### src/rtl/core/scld_pkg.sv
// Shared types and constants for the serial command line decoder.
// No dependencies; imported by every module of the block.
package scld_pkg;

  // Default line buffer size; a line holds one character less than this.
  localparam int LINE_BUFFER_SIZE_DEF = 10;

  // Width of the line length carried in a job; covers lines up to 63 characters.
  localparam int LEN_W = 6;

  // Characters of the line that take part in command matching.
  localparam int PREFIX_N = 6;

  // Entries in the queue between front end and back end.
  localparam int QUEUE_DEPTH = 2;

  // Configuration port.
  localparam int PADDR_W = 3;
  localparam int CFG_DATA_W = 32;
  localparam int THR_W = 14;
  localparam logic REG_INTEG_HI = 1'b0;
  localparam logic REG_INTEG_LO = 1'b1;
  localparam logic [THR_W-1:0] INTEG_HI_RESET = 14'd6666;
  localparam logic [THR_W-1:0] INTEG_LO_RESET = 14'd3333;

  // Character codes.
  localparam logic [7:0] CH_NUL   = 8'h00;
  localparam logic [7:0] CH_BS    = 8'h08;
  localparam logic [7:0] CH_LF    = 8'h0A;
  localparam logic [7:0] CH_CR    = 8'h0D;
  localparam logic [7:0] CH_SPACE = 8'h20;
  localparam logic [7:0] CH_BANG  = 8'h21;

  // Result kinds.
  localparam logic [1:0] KIND_TX        = 2'd0;
  localparam logic [1:0] KIND_COUNTED   = 2'd1;
  localparam logic [1:0] KIND_CONTINUOUS = 2'd2;

  // Command classes decided by the front end.
  localparam logic [2:0] CMD_ECHO  = 3'd0;
  localparam logic [2:0] CMD_MODE  = 3'd1;
  localparam logic [2:0] CMD_GAIN  = 3'd2;
  localparam logic [2:0] CMD_INTEG = 3'd3;
  localparam logic [2:0] CMD_COUNT = 3'd4;
  localparam logic [2:0] CMD_MEAS  = 3'd5;
  localparam logic [2:0] CMD_END   = 3'd6;

  // Fixed response texts.
  localparam logic TXT_BANG = 1'b0;
  localparam logic TXT_END  = 1'b1;

  // One accepted byte, classified.
  typedef struct packed {
    logic [7:0]       ch;   // byte to echo
    logic             bs;   // backspace erase sequence follows the echo
    logic             fin;  // line ends with this byte
    logic [2:0]       cmd;  // command class when fin
    logic             ok;   // argument well formed
    logic [13:0]      arg;  // gain digit or four-digit value
    logic [LEN_W-1:0] len;  // characters on the finished line
  } job_t;

  // Character of a response text at a position.
  function automatic logic [7:0] text_char(input logic sel, input logic [2:0] idx);
    logic [7:0] ch;
    ch = CH_BANG;
    if (sel == TXT_END) begin
      case (idx)
        3'd0: ch = "E";
        3'd1: ch = "N";
        3'd2: ch = "D";
        3'd3: ch = CH_SPACE;
        default: ch = CH_BANG;
      endcase
    end
    return ch;
  endfunction

  // Position of the last character of a response text.
  function automatic logic [2:0] text_last(input logic sel);
    return (sel == TXT_END) ? 3'd4 : 3'd0;
  endfunction

endpackage

### src/rtl/core/serial_command_line_decoder.sv
// Top level of the serial command line decoder: threshold registers and wiring.
// Instantiates scld_front, scld_fifo and scld_back; uses scld_pkg.
//
//   channel  direction  handshake             payload
//   in_      input      in_valid / in_stall   in_rx_byte
//   out_     output     out_valid / out_stall kind, tx_byte, reading_count, pins, last
//   cfg      input      psel/penable/pwrite   paddr, pwdata, prdata, pready
//
// The front end classifies a byte in the cycle it is accepted; the back end first
// fetches a job, then sends its results, and reads each echoed line character from
// line memory before it sends it.
// Reset is synchronous; the line memory is not cleared and is read only where written.
// in_stall rises while the two-entry job queue is full or while a finished line is
// echoed from line memory; after a continuous request every byte is taken and dropped.
module serial_command_line_decoder import scld_pkg::*; #(
  parameter int LINE_BUFFER_SIZE = LINE_BUFFER_SIZE_DEF
) (
  input  logic                  clk,
  input  logic                  rst_n,
  input  logic                  in_valid,
  output logic                  in_stall,
  input  logic [7:0]            in_rx_byte,
  output logic                  out_valid,
  input  logic                  out_stall,
  output logic [1:0]            out_kind,
  output logic [7:0]            out_tx_byte,
  output logic [13:0]           out_reading_count,
  output logic                  out_mode_pin,
  output logic [1:0]            out_gain_pins,
  output logic [1:0]            out_integ_pins,
  output logic                  out_last,
  input  logic                  psel,
  input  logic                  penable,
  input  logic                  pwrite,
  input  logic [PADDR_W-1:0]    paddr,
  input  logic [CFG_DATA_W-1:0] pwdata,
  output logic [CFG_DATA_W-1:0] prdata,
  output logic                  pready
);

  logic [THR_W-1:0] integ_hi_r, integ_lo_r;
  logic             cfg_wr;
  logic             q_push, q_full, q_pop, q_empty;
  job_t             q_wdata, q_rdata;
  logic [$clog2(LINE_BUFFER_SIZE-1)-1:0] rd_addr;
  logic [7:0]       rd_data;
  logic             echo_done;

  // Threshold registers
  assign pready = 1'b1;
  assign cfg_wr = psel && penable && pwrite;
  assign prdata = {{(CFG_DATA_W - THR_W){1'b0}},
                   (paddr[2] == REG_INTEG_LO) ? integ_lo_r : integ_hi_r};

  always_ff @(posedge clk) begin
    if (!rst_n) begin
      integ_hi_r <= INTEG_HI_RESET;
      integ_lo_r <= INTEG_LO_RESET;
    end else if (cfg_wr) begin
      if (paddr[2] == REG_INTEG_LO) begin
        integ_lo_r <= pwdata[THR_W-1:0];
      end else begin
        integ_hi_r <= pwdata[THR_W-1:0];
      end
    end
  end

  scld_front #(
    .LINE_BUFFER_SIZE(LINE_BUFFER_SIZE)
  ) u_front (
    .clk       (clk),
    .rst_n     (rst_n),
    .in_valid  (in_valid),
    .in_stall  (in_stall),
    .in_rx_byte(in_rx_byte),
    .q_push    (q_push),
    .q_wdata   (q_wdata),
    .q_full    (q_full),
    .rd_addr   (rd_addr),
    .rd_data   (rd_data),
    .echo_done (echo_done)
  );

  scld_fifo u_fifo (
    .clk  (clk),
    .rst_n(rst_n),
    .push (q_push),
    .wdata(q_wdata),
    .full (q_full),
    .pop  (q_pop),
    .rdata(q_rdata),
    .empty(q_empty)
  );

  scld_back #(
    .LINE_BUFFER_SIZE(LINE_BUFFER_SIZE)
  ) u_back (
    .clk              (clk),
    .rst_n            (rst_n),
    .q_empty          (q_empty),
    .q_rdata          (q_rdata),
    .q_pop            (q_pop),
    .rd_addr          (rd_addr),
    .rd_data          (rd_data),
    .echo_done        (echo_done),
    .integ_hi         (integ_hi_r),
    .integ_lo         (integ_lo_r),
    .out_valid        (out_valid),
    .out_stall        (out_stall),
    .out_kind         (out_kind),
    .out_tx_byte      (out_tx_byte),
    .out_reading_count(out_reading_count),
    .out_mode_pin     (out_mode_pin),
    .out_gain_pins    (out_gain_pins),
    .out_integ_pins   (out_integ_pins),
    .out_last         (out_last)
  );

endmodule

### src/rtl/core/scld_front.sv
// Front end: accepts received bytes, edits the line and classifies finished lines.
// Holds the line memory and its read port for the back end. Uses scld_pkg.
module scld_front import scld_pkg::*; #(
  parameter int LINE_BUFFER_SIZE = LINE_BUFFER_SIZE_DEF
) (
  input  logic       clk,
  input  logic       rst_n,
  input  logic       in_valid,
  output logic       in_stall,
  input  logic [7:0] in_rx_byte,
  output logic       q_push,
  output job_t       q_wdata,
  input  logic       q_full,
  input  logic [$clog2(LINE_BUFFER_SIZE-1)-1:0] rd_addr,
  output logic [7:0] rd_data,
  input  logic       echo_done
);

  localparam int DEPTH = LINE_BUFFER_SIZE - 1;
  localparam int AW = $clog2(DEPTH);
  localparam int CW = $clog2(DEPTH + 1);

  logic [CW-1:0] cnt_r, cnt_nxt, cnt_eff;
  logic          halted_r, halted_nxt;
  logic          lock_r, lock_nxt;
  logic [7:0]    pre_r [PREFIX_N];
  logic [7:0]    pre_nxt [PREFIX_N];
  logic [7:0]    eff [PREFIX_N];
  logic [7:0]    line_mem [DEPTH];
  logic [7:0]    rd_data_r;
  logic          accept, store, fin, bs;
  logic          m_ssmode, m_sgain, m_si, m_scount, m_sm, m_send;
  logic          digits_ok, gain_ok;
  logic [13:0]   value;
  job_t          job;

  // Stall while the queue is full or the back end still reads the last line, unless halted
  assign in_stall = !halted_r && (q_full || lock_r);
  assign accept   = in_valid && !in_stall;
  assign q_push   = accept && !halted_r;
  assign q_wdata  = job;
  assign rd_data  = rd_data_r;

  // Edit the line with the incoming byte
  always_comb begin
    store   = 1'b0;
    fin     = 1'b0;
    bs      = 1'b0;
    cnt_nxt = cnt_r;
    cnt_eff = cnt_r;
    pre_nxt = pre_r;
    if (in_rx_byte == CH_BS && cnt_r != '0) begin
      bs      = 1'b1;
      cnt_nxt = cnt_r - 1'b1;
    end else if (in_rx_byte == CH_LF) begin
      cnt_nxt = cnt_r;
    end else if (in_rx_byte == CH_CR) begin
      fin = 1'b1;
    end else begin
      store   = 1'b1;
      cnt_eff = cnt_r + 1'b1;
      cnt_nxt = cnt_eff;
      for (int i = 0; i < PREFIX_N; i++) begin
        if (cnt_r == CW'(i)) pre_nxt[i] = in_rx_byte;
      end
      if (cnt_eff == CW'(DEPTH)) fin = 1'b1;
    end
    if (fin) cnt_nxt = '0;
  end

  // Mask characters beyond the line end
  always_comb begin
    for (int i = 0; i < PREFIX_N; i++) begin
      eff[i] = (CW'(i) < cnt_eff) ? pre_nxt[i] : CH_NUL;
    end
  end

  // Match command prefixes and arguments
  always_comb begin
    m_ssmode = eff[0] == "S" && eff[1] == "S" && eff[2] == "M" && eff[3] == "O" &&
               eff[4] == "D" && eff[5] == "E";
    m_sgain  = eff[0] == "S" && eff[1] == "G" && eff[2] == "A" && eff[3] == "I" &&
               eff[4] == "N";
    m_si     = eff[0] == "S" && eff[1] == "I";
    m_scount = eff[0] == "S" && eff[1] == "C" && eff[2] == "O" && eff[3] == "U" &&
               eff[4] == "N" && eff[5] == "T";
    m_sm     = eff[0] == "S" && eff[1] == "M";
    m_send   = eff[0] == "S" && eff[1] == "E" && eff[2] == "N" && eff[3] == "D";
    gain_ok  = eff[5] inside {["1":"3"]};
    digits_ok = (eff[2] inside {["0":"9"]}) && (eff[3] inside {["0":"9"]}) &&
                (eff[4] inside {["0":"9"]}) && (eff[5] inside {["0":"9"]});
    value = 14'(14'(eff[2][3:0]) * 14'd1000) + 14'(14'(eff[3][3:0]) * 14'd100) +
            14'(14'(eff[4][3:0]) * 14'd10) + 14'(eff[5][3:0]);
  end

  // Build the job for the back end
  always_comb begin
    job.ch  = in_rx_byte;
    job.bs  = bs;
    job.fin = fin;
    job.len = LEN_W'(cnt_eff);
    job.cmd = CMD_ECHO;
    job.ok  = 1'b0;
    job.arg = '0;
    if (m_ssmode) begin
      job.cmd = CMD_MODE;
      job.ok  = 1'b1;
    end else if (m_sgain) begin
      job.cmd = CMD_GAIN;
      job.ok  = gain_ok;
      job.arg = {12'd0, eff[5][1:0]};
    end else if (m_si) begin
      job.cmd = CMD_INTEG;
      job.ok  = digits_ok;
      job.arg = value;
    end else if (m_scount) begin
      job.cmd = CMD_COUNT;
    end else if (m_sm) begin
      if (digits_ok) begin
        job.cmd = CMD_MEAS;
        job.ok  = 1'b1;
        job.arg = value;
      end
    end else if (m_send) begin
      job.cmd = CMD_END;
    end
  end

  // Halt after a continuous request; lock the line while it is echoed
  always_comb begin
    halted_nxt = halted_r;
    lock_nxt   = lock_r;
    if (q_push && fin && job.cmd == CMD_COUNT) halted_nxt = 1'b1;
    if (q_push && fin && job.cmd == CMD_ECHO) begin
      lock_nxt = 1'b1;
    end else if (echo_done) begin
      lock_nxt = 1'b0;
    end
  end

  // Control registers
  always_ff @(posedge clk) begin
    if (!rst_n) begin
      cnt_r    <= '0;
      halted_r <= 1'b0;
      lock_r   <= 1'b0;
    end else begin
      halted_r <= halted_nxt;
      lock_r   <= lock_nxt;
      if (q_push) cnt_r <= cnt_nxt;
    end
  end

  // Matching copy of the first characters
  always_ff @(posedge clk) begin
    if (q_push) pre_r <= pre_nxt;
  end

  // Line memory: one write port, one registered read port
  always_ff @(posedge clk) begin
    if (q_push && store) line_mem[cnt_r[AW-1:0]] <= in_rx_byte;
    rd_data_r <= line_mem[rd_addr];
  end

endmodule

### src/rtl/core/scld_fifo.sv
// Short job queue between the front end and the back end.
// Uses job_t and QUEUE_DEPTH from scld_pkg.
module scld_fifo import scld_pkg::*; (
  input  logic clk,
  input  logic rst_n,
  input  logic push,
  input  job_t wdata,
  output logic full,
  input  logic pop,
  output job_t rdata,
  output logic empty
);

  localparam int PW = $clog2(QUEUE_DEPTH);
  localparam int NW = $clog2(QUEUE_DEPTH + 1);

  job_t          slot_r [QUEUE_DEPTH];
  logic [PW-1:0] wr_ptr_r, rd_ptr_r;
  logic [NW-1:0] fill_r;

  assign full  = fill_r == NW'(QUEUE_DEPTH);
  assign empty = fill_r == '0;
  assign rdata = slot_r[rd_ptr_r];

  // Advance pointers and fill level
  always_ff @(posedge clk) begin
    if (!rst_n) begin
      wr_ptr_r <= '0;
      rd_ptr_r <= '0;
      fill_r   <= '0;
    end else begin
      if (push) wr_ptr_r <= (wr_ptr_r == PW'(QUEUE_DEPTH - 1)) ? '0 : wr_ptr_r + 1'b1;
      if (pop)  rd_ptr_r <= (rd_ptr_r == PW'(QUEUE_DEPTH - 1)) ? '0 : rd_ptr_r + 1'b1;
      if (push && !pop) begin
        fill_r <= fill_r + 1'b1;
      end else if (pop && !push) begin
        fill_r <= fill_r - 1'b1;
      end
    end
  end

  // Store entries
  always_ff @(posedge clk) begin
    if (push) slot_r[wr_ptr_r] <= wdata;
  end

endmodule

### src/rtl/core/scld_back.sv
// Back end: carries out queued jobs, drives pin levels and sends results.
// Reads the front end's line memory for echoes. Uses scld_pkg.
module scld_back import scld_pkg::*; #(
  parameter int LINE_BUFFER_SIZE = LINE_BUFFER_SIZE_DEF
) (
  input  logic             clk,
  input  logic             rst_n,
  input  logic             q_empty,
  input  job_t             q_rdata,
  output logic             q_pop,
  output logic [$clog2(LINE_BUFFER_SIZE-1)-1:0] rd_addr,
  input  logic [7:0]       rd_data,
  output logic             echo_done,
  input  logic [THR_W-1:0] integ_hi,
  input  logic [THR_W-1:0] integ_lo,
  output logic             out_valid,
  input  logic             out_stall,
  output logic [1:0]       out_kind,
  output logic [7:0]       out_tx_byte,
  output logic [13:0]      out_reading_count,
  output logic             out_mode_pin,
  output logic [1:0]       out_gain_pins,
  output logic [1:0]       out_integ_pins,
  output logic             out_last
);

  localparam int DEPTH = LINE_BUFFER_SIZE - 1;
  localparam int AW = $clog2(DEPTH);
  localparam int CW = $clog2(DEPTH + 1);

  localparam logic [3:0] ST_IDLE  = 4'd0;
  localparam logic [3:0] ST_CHAR  = 4'd1;
  localparam logic [3:0] ST_SP    = 4'd2;
  localparam logic [3:0] ST_BSP   = 4'd3;
  localparam logic [3:0] ST_COUNT = 4'd4;
  localparam logic [3:0] ST_MEAS  = 4'd5;
  localparam logic [3:0] ST_TXT   = 4'd6;
  localparam logic [3:0] ST_ERD   = 4'd7;
  localparam logic [3:0] ST_EWR   = 4'd8;
  localparam logic [3:0] ST_CR    = 4'd9;
  localparam logic [3:0] ST_LF    = 4'd10;

  logic [3:0]    state_r, state_nxt;
  job_t          job_r, job_nxt;
  logic [CW-1:0] idx_r, idx_nxt;
  logic          sel_r, sel_nxt;
  logic          mode_r, mode_nxt;
  logic [1:0]    gain_r, gain_nxt;
  logic [1:0]    integ_r, integ_nxt;
  logic [1:0]    integ_lvl;
  logic          can_emit, emit, e_last;
  logic [1:0]    e_kind;
  logic [7:0]    e_byte;
  logic [13:0]   e_count;

  logic          out_valid_r;
  logic [1:0]    out_kind_r;
  logic [7:0]    out_tx_byte_r;
  logic [13:0]   out_reading_count_r;
  logic          out_mode_pin_r;
  logic [1:0]    out_gain_pins_r;
  logic [1:0]    out_integ_pins_r;
  logic          out_last_r;

  assign can_emit = !out_valid_r || !out_stall;
  assign rd_addr  = idx_r[AW-1:0];

  // Integration level from the thresholds
  assign integ_lvl = (job_r.arg >= integ_hi) ? 2'd3 :
                     (job_r.arg >= integ_lo) ? 2'd2 : 2'd1;

  // Sequence one job into results
  always_comb begin
    state_nxt = state_r;
    job_nxt   = job_r;
    idx_nxt   = idx_r;
    sel_nxt   = sel_r;
    mode_nxt  = mode_r;
    gain_nxt  = gain_r;
    integ_nxt = integ_r;
    q_pop     = 1'b0;
    echo_done = 1'b0;
    emit      = 1'b0;
    e_kind    = KIND_TX;
    e_byte    = CH_NUL;
    e_count   = '0;
    e_last    = 1'b0;
    case (state_r)
      ST_IDLE: begin
        if (!q_empty) begin
          q_pop     = 1'b1;
          job_nxt   = q_rdata;
          state_nxt = ST_CHAR;
        end
      end
      ST_CHAR: begin
        if (can_emit) begin
          emit    = 1'b1;
          e_byte  = job_r.ch;
          e_last  = !job_r.bs && !job_r.fin;
          idx_nxt = '0;
          sel_nxt = TXT_BANG;
          if (job_r.bs) begin
            state_nxt = ST_SP;
          end else if (job_r.fin) begin
            case (job_r.cmd)
              CMD_MODE: begin
                mode_nxt  = 1'b1;
                state_nxt = ST_TXT;
              end
              CMD_GAIN: begin
                gain_nxt  = job_r.ok ? job_r.arg[1:0] : 2'd1;
                state_nxt = job_r.ok ? ST_TXT : ST_CR;
              end
              CMD_INTEG: begin
                integ_nxt = job_r.ok ? integ_lvl : 2'd1;
                state_nxt = job_r.ok ? ST_TXT : ST_CR;
              end
              CMD_COUNT: state_nxt = ST_COUNT;
              CMD_MEAS:  state_nxt = ST_MEAS;
              CMD_END: begin
                mode_nxt  = 1'b0;
                sel_nxt   = TXT_END;
                state_nxt = ST_TXT;
              end
              default: state_nxt = ST_ERD;
            endcase
          end else begin
            state_nxt = ST_IDLE;
          end
        end
      end
      ST_SP: begin
        if (can_emit) begin
          emit      = 1'b1;
          e_byte    = CH_SPACE;
          state_nxt = ST_BSP;
        end
      end
      ST_BSP: begin
        if (can_emit) begin
          emit      = 1'b1;
          e_byte    = CH_BS;
          e_last    = 1'b1;
          state_nxt = ST_IDLE;
        end
      end
      ST_COUNT: begin
        if (can_emit) begin
          emit      = 1'b1;
          e_kind    = KIND_CONTINUOUS;
          e_last    = 1'b1;
          state_nxt = ST_IDLE;
        end
      end
      ST_MEAS: begin
        if (can_emit) begin
          emit      = 1'b1;
          e_kind    = KIND_COUNTED;
          e_count   = job_r.arg;
          state_nxt = ST_TXT;
        end
      end
      ST_TXT: begin
        if (can_emit) begin
          emit   = 1'b1;
          e_byte = text_char(sel_r, idx_r[2:0]);
          if (idx_r[2:0] == text_last(sel_r)) begin
            state_nxt = ST_CR;
          end else begin
            idx_nxt = idx_r + 1'b1;
          end
        end
      end
      // Read the next line character, or stop at the line end
      ST_ERD: begin
        if (idx_r == CW'(job_r.len)) begin
          echo_done = 1'b1;
          state_nxt = ST_CR;
        end else begin
          state_nxt = ST_EWR;
        end
      end
      // Send the character, or stop at a zero byte
      ST_EWR: begin
        if (rd_data == CH_NUL) begin
          echo_done = 1'b1;
          state_nxt = ST_CR;
        end else if (can_emit) begin
          emit      = 1'b1;
          e_byte    = rd_data;
          idx_nxt   = idx_r + 1'b1;
          state_nxt = ST_ERD;
        end
      end
      ST_CR: begin
        if (can_emit) begin
          emit      = 1'b1;
          e_byte    = CH_CR;
          state_nxt = ST_LF;
        end
      end
      ST_LF: begin
        if (can_emit) begin
          emit      = 1'b1;
          e_byte    = CH_LF;
          e_last    = 1'b1;
          state_nxt = ST_IDLE;
        end
      end
      default: state_nxt = ST_IDLE;
    endcase
  end

  // Control and pin registers
  always_ff @(posedge clk) begin
    if (!rst_n) begin
      state_r     <= ST_IDLE;
      idx_r       <= '0;
      sel_r       <= TXT_BANG;
      mode_r      <= 1'b0;
      gain_r      <= 2'd0;
      integ_r     <= 2'd0;
      out_valid_r <= 1'b0;
    end else begin
      state_r <= state_nxt;
      idx_r   <= idx_nxt;
      sel_r   <= sel_nxt;
      mode_r  <= mode_nxt;
      gain_r  <= gain_nxt;
      integ_r <= integ_nxt;
      if (emit) begin
        out_valid_r <= 1'b1;
      end else if (!out_stall) begin
        out_valid_r <= 1'b0;
      end
    end
  end

  // Hold the current job and the result payload
  always_ff @(posedge clk) begin
    job_r <= job_nxt;
    if (emit) begin
      out_kind_r          <= e_kind;
      out_tx_byte_r       <= e_byte;
      out_reading_count_r <= e_count;
      out_mode_pin_r      <= mode_r;
      out_gain_pins_r     <= gain_r;
      out_integ_pins_r    <= integ_r;
      out_last_r          <= e_last;
    end
  end

  assign out_valid         = out_valid_r;
  assign out_kind          = out_kind_r;
  assign out_tx_byte       = out_tx_byte_r;
  assign out_reading_count = out_reading_count_r;
  assign out_mode_pin      = out_mode_pin_r;
  assign out_gain_pins     = out_gain_pins_r;
  assign out_integ_pins    = out_integ_pins_r;
  assign out_last          = out_last_r;

endmodule

### config.mk
export PLATFORM = sky130hd
export DESIGN_NAME = serial_command_line_decoder
export DESIGN_NICKNAME = d
export VERILOG_FILES = /design/src/rtl/core/scld_pkg.sv /design/src/rtl/core/serial_command_line_decoder.sv /design/src/rtl/core/scld_front.sv /design/src/rtl/core/scld_fifo.sv /design/src/rtl/core/scld_back.sv
export SDC_FILE = /design/constraint.sdc
export NUM_CORES = 1
export LEC_CHECK = 0
export ABC_AREA = 1
export BUFFER_PORTS_ARGS = -buffer_cell sky130_fd_sc_hd__buf_2
export CAP_MARGIN = 25
export CORE_ASPECT_RATIO = 0.7
export CORE_UTILIZATION = 65
export DETAILED_ROUTE_END_ITERATION = 7
export PLACE_DENSITY = 0.95
export SLEW_MARGIN = 15
export SYNTH_ARGS = -nofsm -noshare
export SYNTH_HDL_FRONTEND = slang
export SYNTH_SLANG_ARGS = --single-unit
### constraint.sdc
create_clock -name clk -period 16.52 [get_ports clk]
set_input_delay 0.826 -clock clk [delete_from_list [all_inputs] [get_ports clk]]
set_output_delay 0.826 -clock clk [all_outputs]
set_load 0.03 [all_outputs]
# After elaboration in Yosys (flattened, before gate mapping)
# Memories as Yosys holds them, arrays and structs flattened. A register that Yosys moved wholly into a read port is not among the register bits.
# Cells that the tools add are included.
[totals]
reg_bits = 131
ramBits = 136
inputBits = 50
output_inout_bits = 65
wordCells = 308
n_memories = 2
[classes]
add_sub_neg = 10
multipliers = 3
n_lt_le_gt_ge = 18
n_eq_ne = 64
n_mux = 105
bitwise = 3
reduce_logical = 75
[memory_table]
columns = ["memory", "words", "width", "rd", "rd_clocked_by_memory_dff", "wr", "line_no", "rtl"]
rows = [
  ["u_front.line_mem", 9, 8, 1, 1, 1, "scld_front.sv:29", "logic [7:0] line_mem [DEPTH];"],
  ["u_fifo.slot_r", 2, 32, 1, 1, 1, "scld_fifo.sv:17", "job_t slot_r [QUEUE_DEPTH];"],
]
[op_table]
columns = ["operator", "n"]
rows = [
  ["== test 8 x 7 -> 1 bit, second input constant", 19],
  ["2-to-1 mux 48 bit", 3],
  ["2-to-1 mux 8 bit", 17],
  ["2-to-1 mux 4 bit", 26],
  ["case mux 8 bit (7 select lines)", 1],
  ["2-to-1 mux 18 bit", 3],
  ["greater-or-equal comparator 8 x 6 -> 1 bit, second input constant", 5],
  ["<= comparator 8 x 6 -> 1 bit, second input constant", 5],
  ["logical AND 1 bit", 40],
  ["case mux 4 bit (9 select lines)", 1],
  ["2-to-1 mux 1 bit", 30],
  ["2-to-1 mux 15 bit", 2],
  ["greater-or-equal comparator 14 bit", 2],
  ["2-to-1 mux 14 bit", 2],
  ["case mux 7 bit (4 select lines)", 1],
  ["== test 4 x 3 -> 1 bit, second input constant", 6],
  ["== test 8 x 4 -> 1 bit, second input constant", 3],
  ["inequality test 2 x 1 -> 1 bit, second input constant", 9],
  ["== test 4 x 2 -> 1 bit, second input constant", 4],
  ["== test 4 bit, second input constant", 4],
  ["case mux 4 bit (4 select lines)", 1],
  ["AND reduction 5 bit", 3],
  ["adder 14 x 11 -> 14 bit", 1],
  ["adder 14 x 4 -> 14 bit", 1],
  ["other kinds (43)", 89],
]

# Logic depth before layout (Yosys ltp)
[depth]
word_depth = 20
depth_mapped = 33
depth_no_buf = 33

# Hierarchy
# From an unflattened synthesis, not the netlist that was laid out.
[hier_totals]
cells_unflattened = 1829
hier_area_um2 = 17439.2
[by_module_without_submodules]
columns = ["mod", "instances", "cells_per_inst", "area_each_um2", "seq_area_each_um2"]
rows = [
  ["scld_front", 1, 990, 8862.2, 3883.7],
  ["scld_back", 1, 471, 4204.0, 2162.1],
  ["scld_fifo", 1, 141, 2836.5, 2142.1],
  ["serial_command_line_decoder", 1, 227, 1536.5, 560.5],
]

# Least setup slack after synthesis
# No wires, ideal clock.
[synth_path]
path_type = "input to register"
from = "input in_rx_byte[7]"
to = "memory u_fifo.slot_r[0][17] in the netlist's numbering, data pin"
setup_ps = 258
t_arrival_ps = 5754
t_required_ps = 16262
slack_ps = 10508
stages = 32
n_path_buf = 0
cell_sequence = "inv_2 > nand2_1 > nor2_4 > nand2_2 > nand2_2 > nand2_1 > nand3_2 > nand2_2 > inv_2 > nand2_1 > nand2_2 > inv_1 > nor2_1 > ha_1 > fa_1 > inv_1 > fa_1 > inv_1 > fa_1 > ha_1 > ha_1 > nand2_1 > o21ai_0 > a21oi_1 > inv_1 > a21oi_1 > o21bai_1 > nand2_1 > nand2_1 > a21oi_1 > xnor2_1 > nor2_1"
[synth_lines]
columns = ["item", "line_no", "rtl"]
rows = [
  ["from (decl)", "serial_command_line_decoder.sv:22", "input logic [7:0] in_rx_byte,"],
  ["to (decl)", "scld_fifo.sv:17", ""],
]

==> reports/results.ini <==
[worst_setup_path]
cp_data_arrival_time_ns=7.84
reg2regPathDepth=30
end_kind=flop
cpLargestDelayFamily=adder cells
crit_top_cell=nand2_1
cp.depth=30
slowest_stage=dfxtp_1
crit_required_ns=16.84
worst-path-buf-inv=6
start_kind=flop
crit_type=reg2reg
critical-path-max-stage-delay_ns=0.58
cp_max_fo=20

[clock_tree]
cts.htree.levels=1
clk_latency_ns=0.58
cts_buffers=28
clkTransAtPathRegs_ns=0.07
post_cts_resized=0
root_buffer=clkbuf_16
holdBufCountCts=0
clock_sinks=307
cts_tree=built
clock_path_buffers=3
cts_setup_buffers=0

[detailed_routing]
drc=0
postRouteAntennaNets=0
drt-total-wl_um=40300
first_pass_iters=6
viasPerCell=6.11
routedWlPerCell_um=19.2
drtIter0Drc=1787
num_vias=12800

[pwr]
leakage_uw=0.00770
power_density_nw_per_um2=158
irDropWorstVdd_uv=126

[timing]
max-slew-margin-rel_pct=31.4
worst_slew_pin_slew_ns=1.03
final_max_slew_viol_count=0
rsz0062_at_grt=no
period_minus_slack_ns=7.52
period_share_pct=45.5
finalHoldViolCount=0
fin_tns_setup_ns=0
setup_violations=0
skew_ns=0.0298
max_freq_mhz=133

[grt]
grt_max_degree=51
grt_pass1_vias=12400
grt_pass1_wl_um=63100
grt_usage_pct=31.6
antenna_found_initial=0
overflow=0

[logic_synthesis]
yosys_warnings=0
netlist.area_leader.share_pct=45.7
yosys_register_bits=307
synth_cells=1690
yosysUniqueCellTypes=58
synth_edf_count=246
yosysMostFrequentCell=nand2_1
netlist_area_um2=16200
syn_area_per_cell_um2=9.56
yosys-top-cells-area=edfxtp_1, nand2_1, dfxtp_1
ys_seq_area_share_pct=53.3
synth.cells.most_frequent=nand2_1, edfxtp_1, inv_1, nor2_1, o21ai_0
yosysTopAreaCell=edfxtp_1
synth_flop_cell=edfxtp_1
synthArstFlopShare_pct=0

[placed_design]
portBuffers=75
place_congestion=0.952
place_hpwl_um=26700

[final_layout]
fin_nets=1923
seq_area_um2=8610
fillers=1495
syn_to_final_growth_pct=10.0
n_antenna_cell=0
fin_util_pct=74.1
layout-drive-gt1-share_pct=11.7
multi_input_area_um2=6400

[worst_hold_path]
hp-class=reg2reg
hold_path_depth=0

[floorplan]
row_count=47
coreArea_um2=24000
initial_utilization_pct=67.3
die_w_um=190
pin_count=115
die_h_um=134
die_area_um2=25500

[flow_run]
max_cap_violations=0

[status]
outcome=finished clean

==> path summary, 6_finish.rpt <==
path	start	to	slack [ns]
setup / recovery	u_front.cnt_r[0]	u_fifo.slot_r[1][17]	9.00
hold / removal	u_back.gain_r[1]	u_back.out_gain_pins[1]	0.44
setup reg to reg	u_front.cnt_r[0]	u_fifo.slot_r[1][17]	9.00
hold reg to reg	u_back.gain_r[1]	u_back.out_gain_pins[1]	0.44
==> cell families (layout without fill, tap and decap cells) <==
logic type      Yosys count  count (layout)  share of synthesized area (%)
simple gates            695             695                           19.0
flops                   307             307                           53.3
buf+inv                 289             363                           7.61
compound gates          260             260                           9.18
fa+ha+maj               114             114                           9.62
xor+xnor                 23              23                           1.25
other cells               2              19                         0.0465
==> layer usage <==
metal	global-route usage (%)	wire (um)	up-vias
met2	50.4	18600	946
met3	5.21	4530	140
li1	-	-	5804
met5	0	0	-
met1	44.0	15900	5938
met4	11.4	1290	0
==> final cells by class <==
| cell class | instances | area share (%) |
|---|---|---|
| sequential | 307 | 48.4 |
| multi-input combinational | 1111 | 36.0 |
| inverter | 224 | 4.74 |
| clock buffer | 34 | 4.24 |
| timing repair buffer | 87 | 2.91 |
| tap | 318 | 2.24 |
| clock inverter | 18 | 1.41 |
==> worst reg2reg max path, delay by kind of cell, from the launching register on <==
kind                       cells  cell delay (ns)
adders and majority gates      7             2.82
and+or+nand+nor               12             2.32
buffers and inverters          6             0.87
DFF                            1             0.58
AOI/OAI and AO/OA              4             0.47
xor gates and xnor gates       1             0.22
==> stage by stage <==
stage               std cells  hold slack [ns]  worst slack (ns)  cell area, um^2  power [uW]
finish                   2099            0.443              9.00            17800        2810
global route             2099            0.450              8.51            17800        2940
CTS                      2096            0.441              9.15            17700        2760
detailed placement       2044            0.424              8.84            16700        2040
global placement         2044            0.424              9.06            16700        1990
floorplan                1707            0.403             10.51            16200        1790
==> cell usage in the layout (no fill, tap or decap), drive strengths merged <==
master | Yosys | final
xnor2 | 11 | 11
and3 | 1 | 1
nand3 | 108 | 108
nor2 | 180 | 180
buf | 29 | 87
a21boi | 3 | 3
bufinv | 0 | 5
fa | 17 | 17
o2111ai | 2 | 2
o22ai | 3 | 3
clkbuf | 36 | 34
o211ai | 7 | 7
nor3 | 15 | 15
edfxtp | 246 | 246
conb | 2 | 19
ha | 97 | 97
inv | 221 | 221
o21bai | 2 | 2
o221ai | 13 | 13
a31oi | 4 | 4
a211oi | 3 | 3
clkinv | 3 | 14
nor3b | 4 | 4
dfxtp | 61 | 61
nor4 | 6 | 6
o31ai | 3 | 3
a21oi | 80 | 80
o311ai | 2 | 2
clkinvlp | 0 | 2
a32o | 2 | 2
nand2 | 357 | 357
or2 | 3 | 3
a21o | 1 | 1
xor2 | 12 | 12
nand3b | 4 | 4
o21a | 1 | 1
o21ai | 132 | 132
nand4 | 17 | 17
a32oi | 2 | 2
==> power by group <==
part | leakage, uW | internal [uW] | total [uW] | switching [uW]
registers | 0.00282 | 1060 | 1150 | 94.6
clock network | 0.000490 | 406 | 702 | 296
logic | 0.00438 | 287 | 953 | 667
total | 0.00770 | 1750 | 2810 | 1060
==> flip-flops by register name, indices dropped and copies added, names as in the netlist, 4 cells and up <==
register and flops:
integ_lo_r 14, u_back.out_tx_byte 8, u_front.rd_data 8, u_back.job_r 32, u_front.cnt_r 4, u_front.line_mem 72, u_back.out_reading_count 14, u_back.state_r 4
u_back.rd_addr 4, u_fifo.slot_r 64, integ_hi_r 14, u_front.pre_r 48
Note: power is estimated with default switching activity, not from simulation.
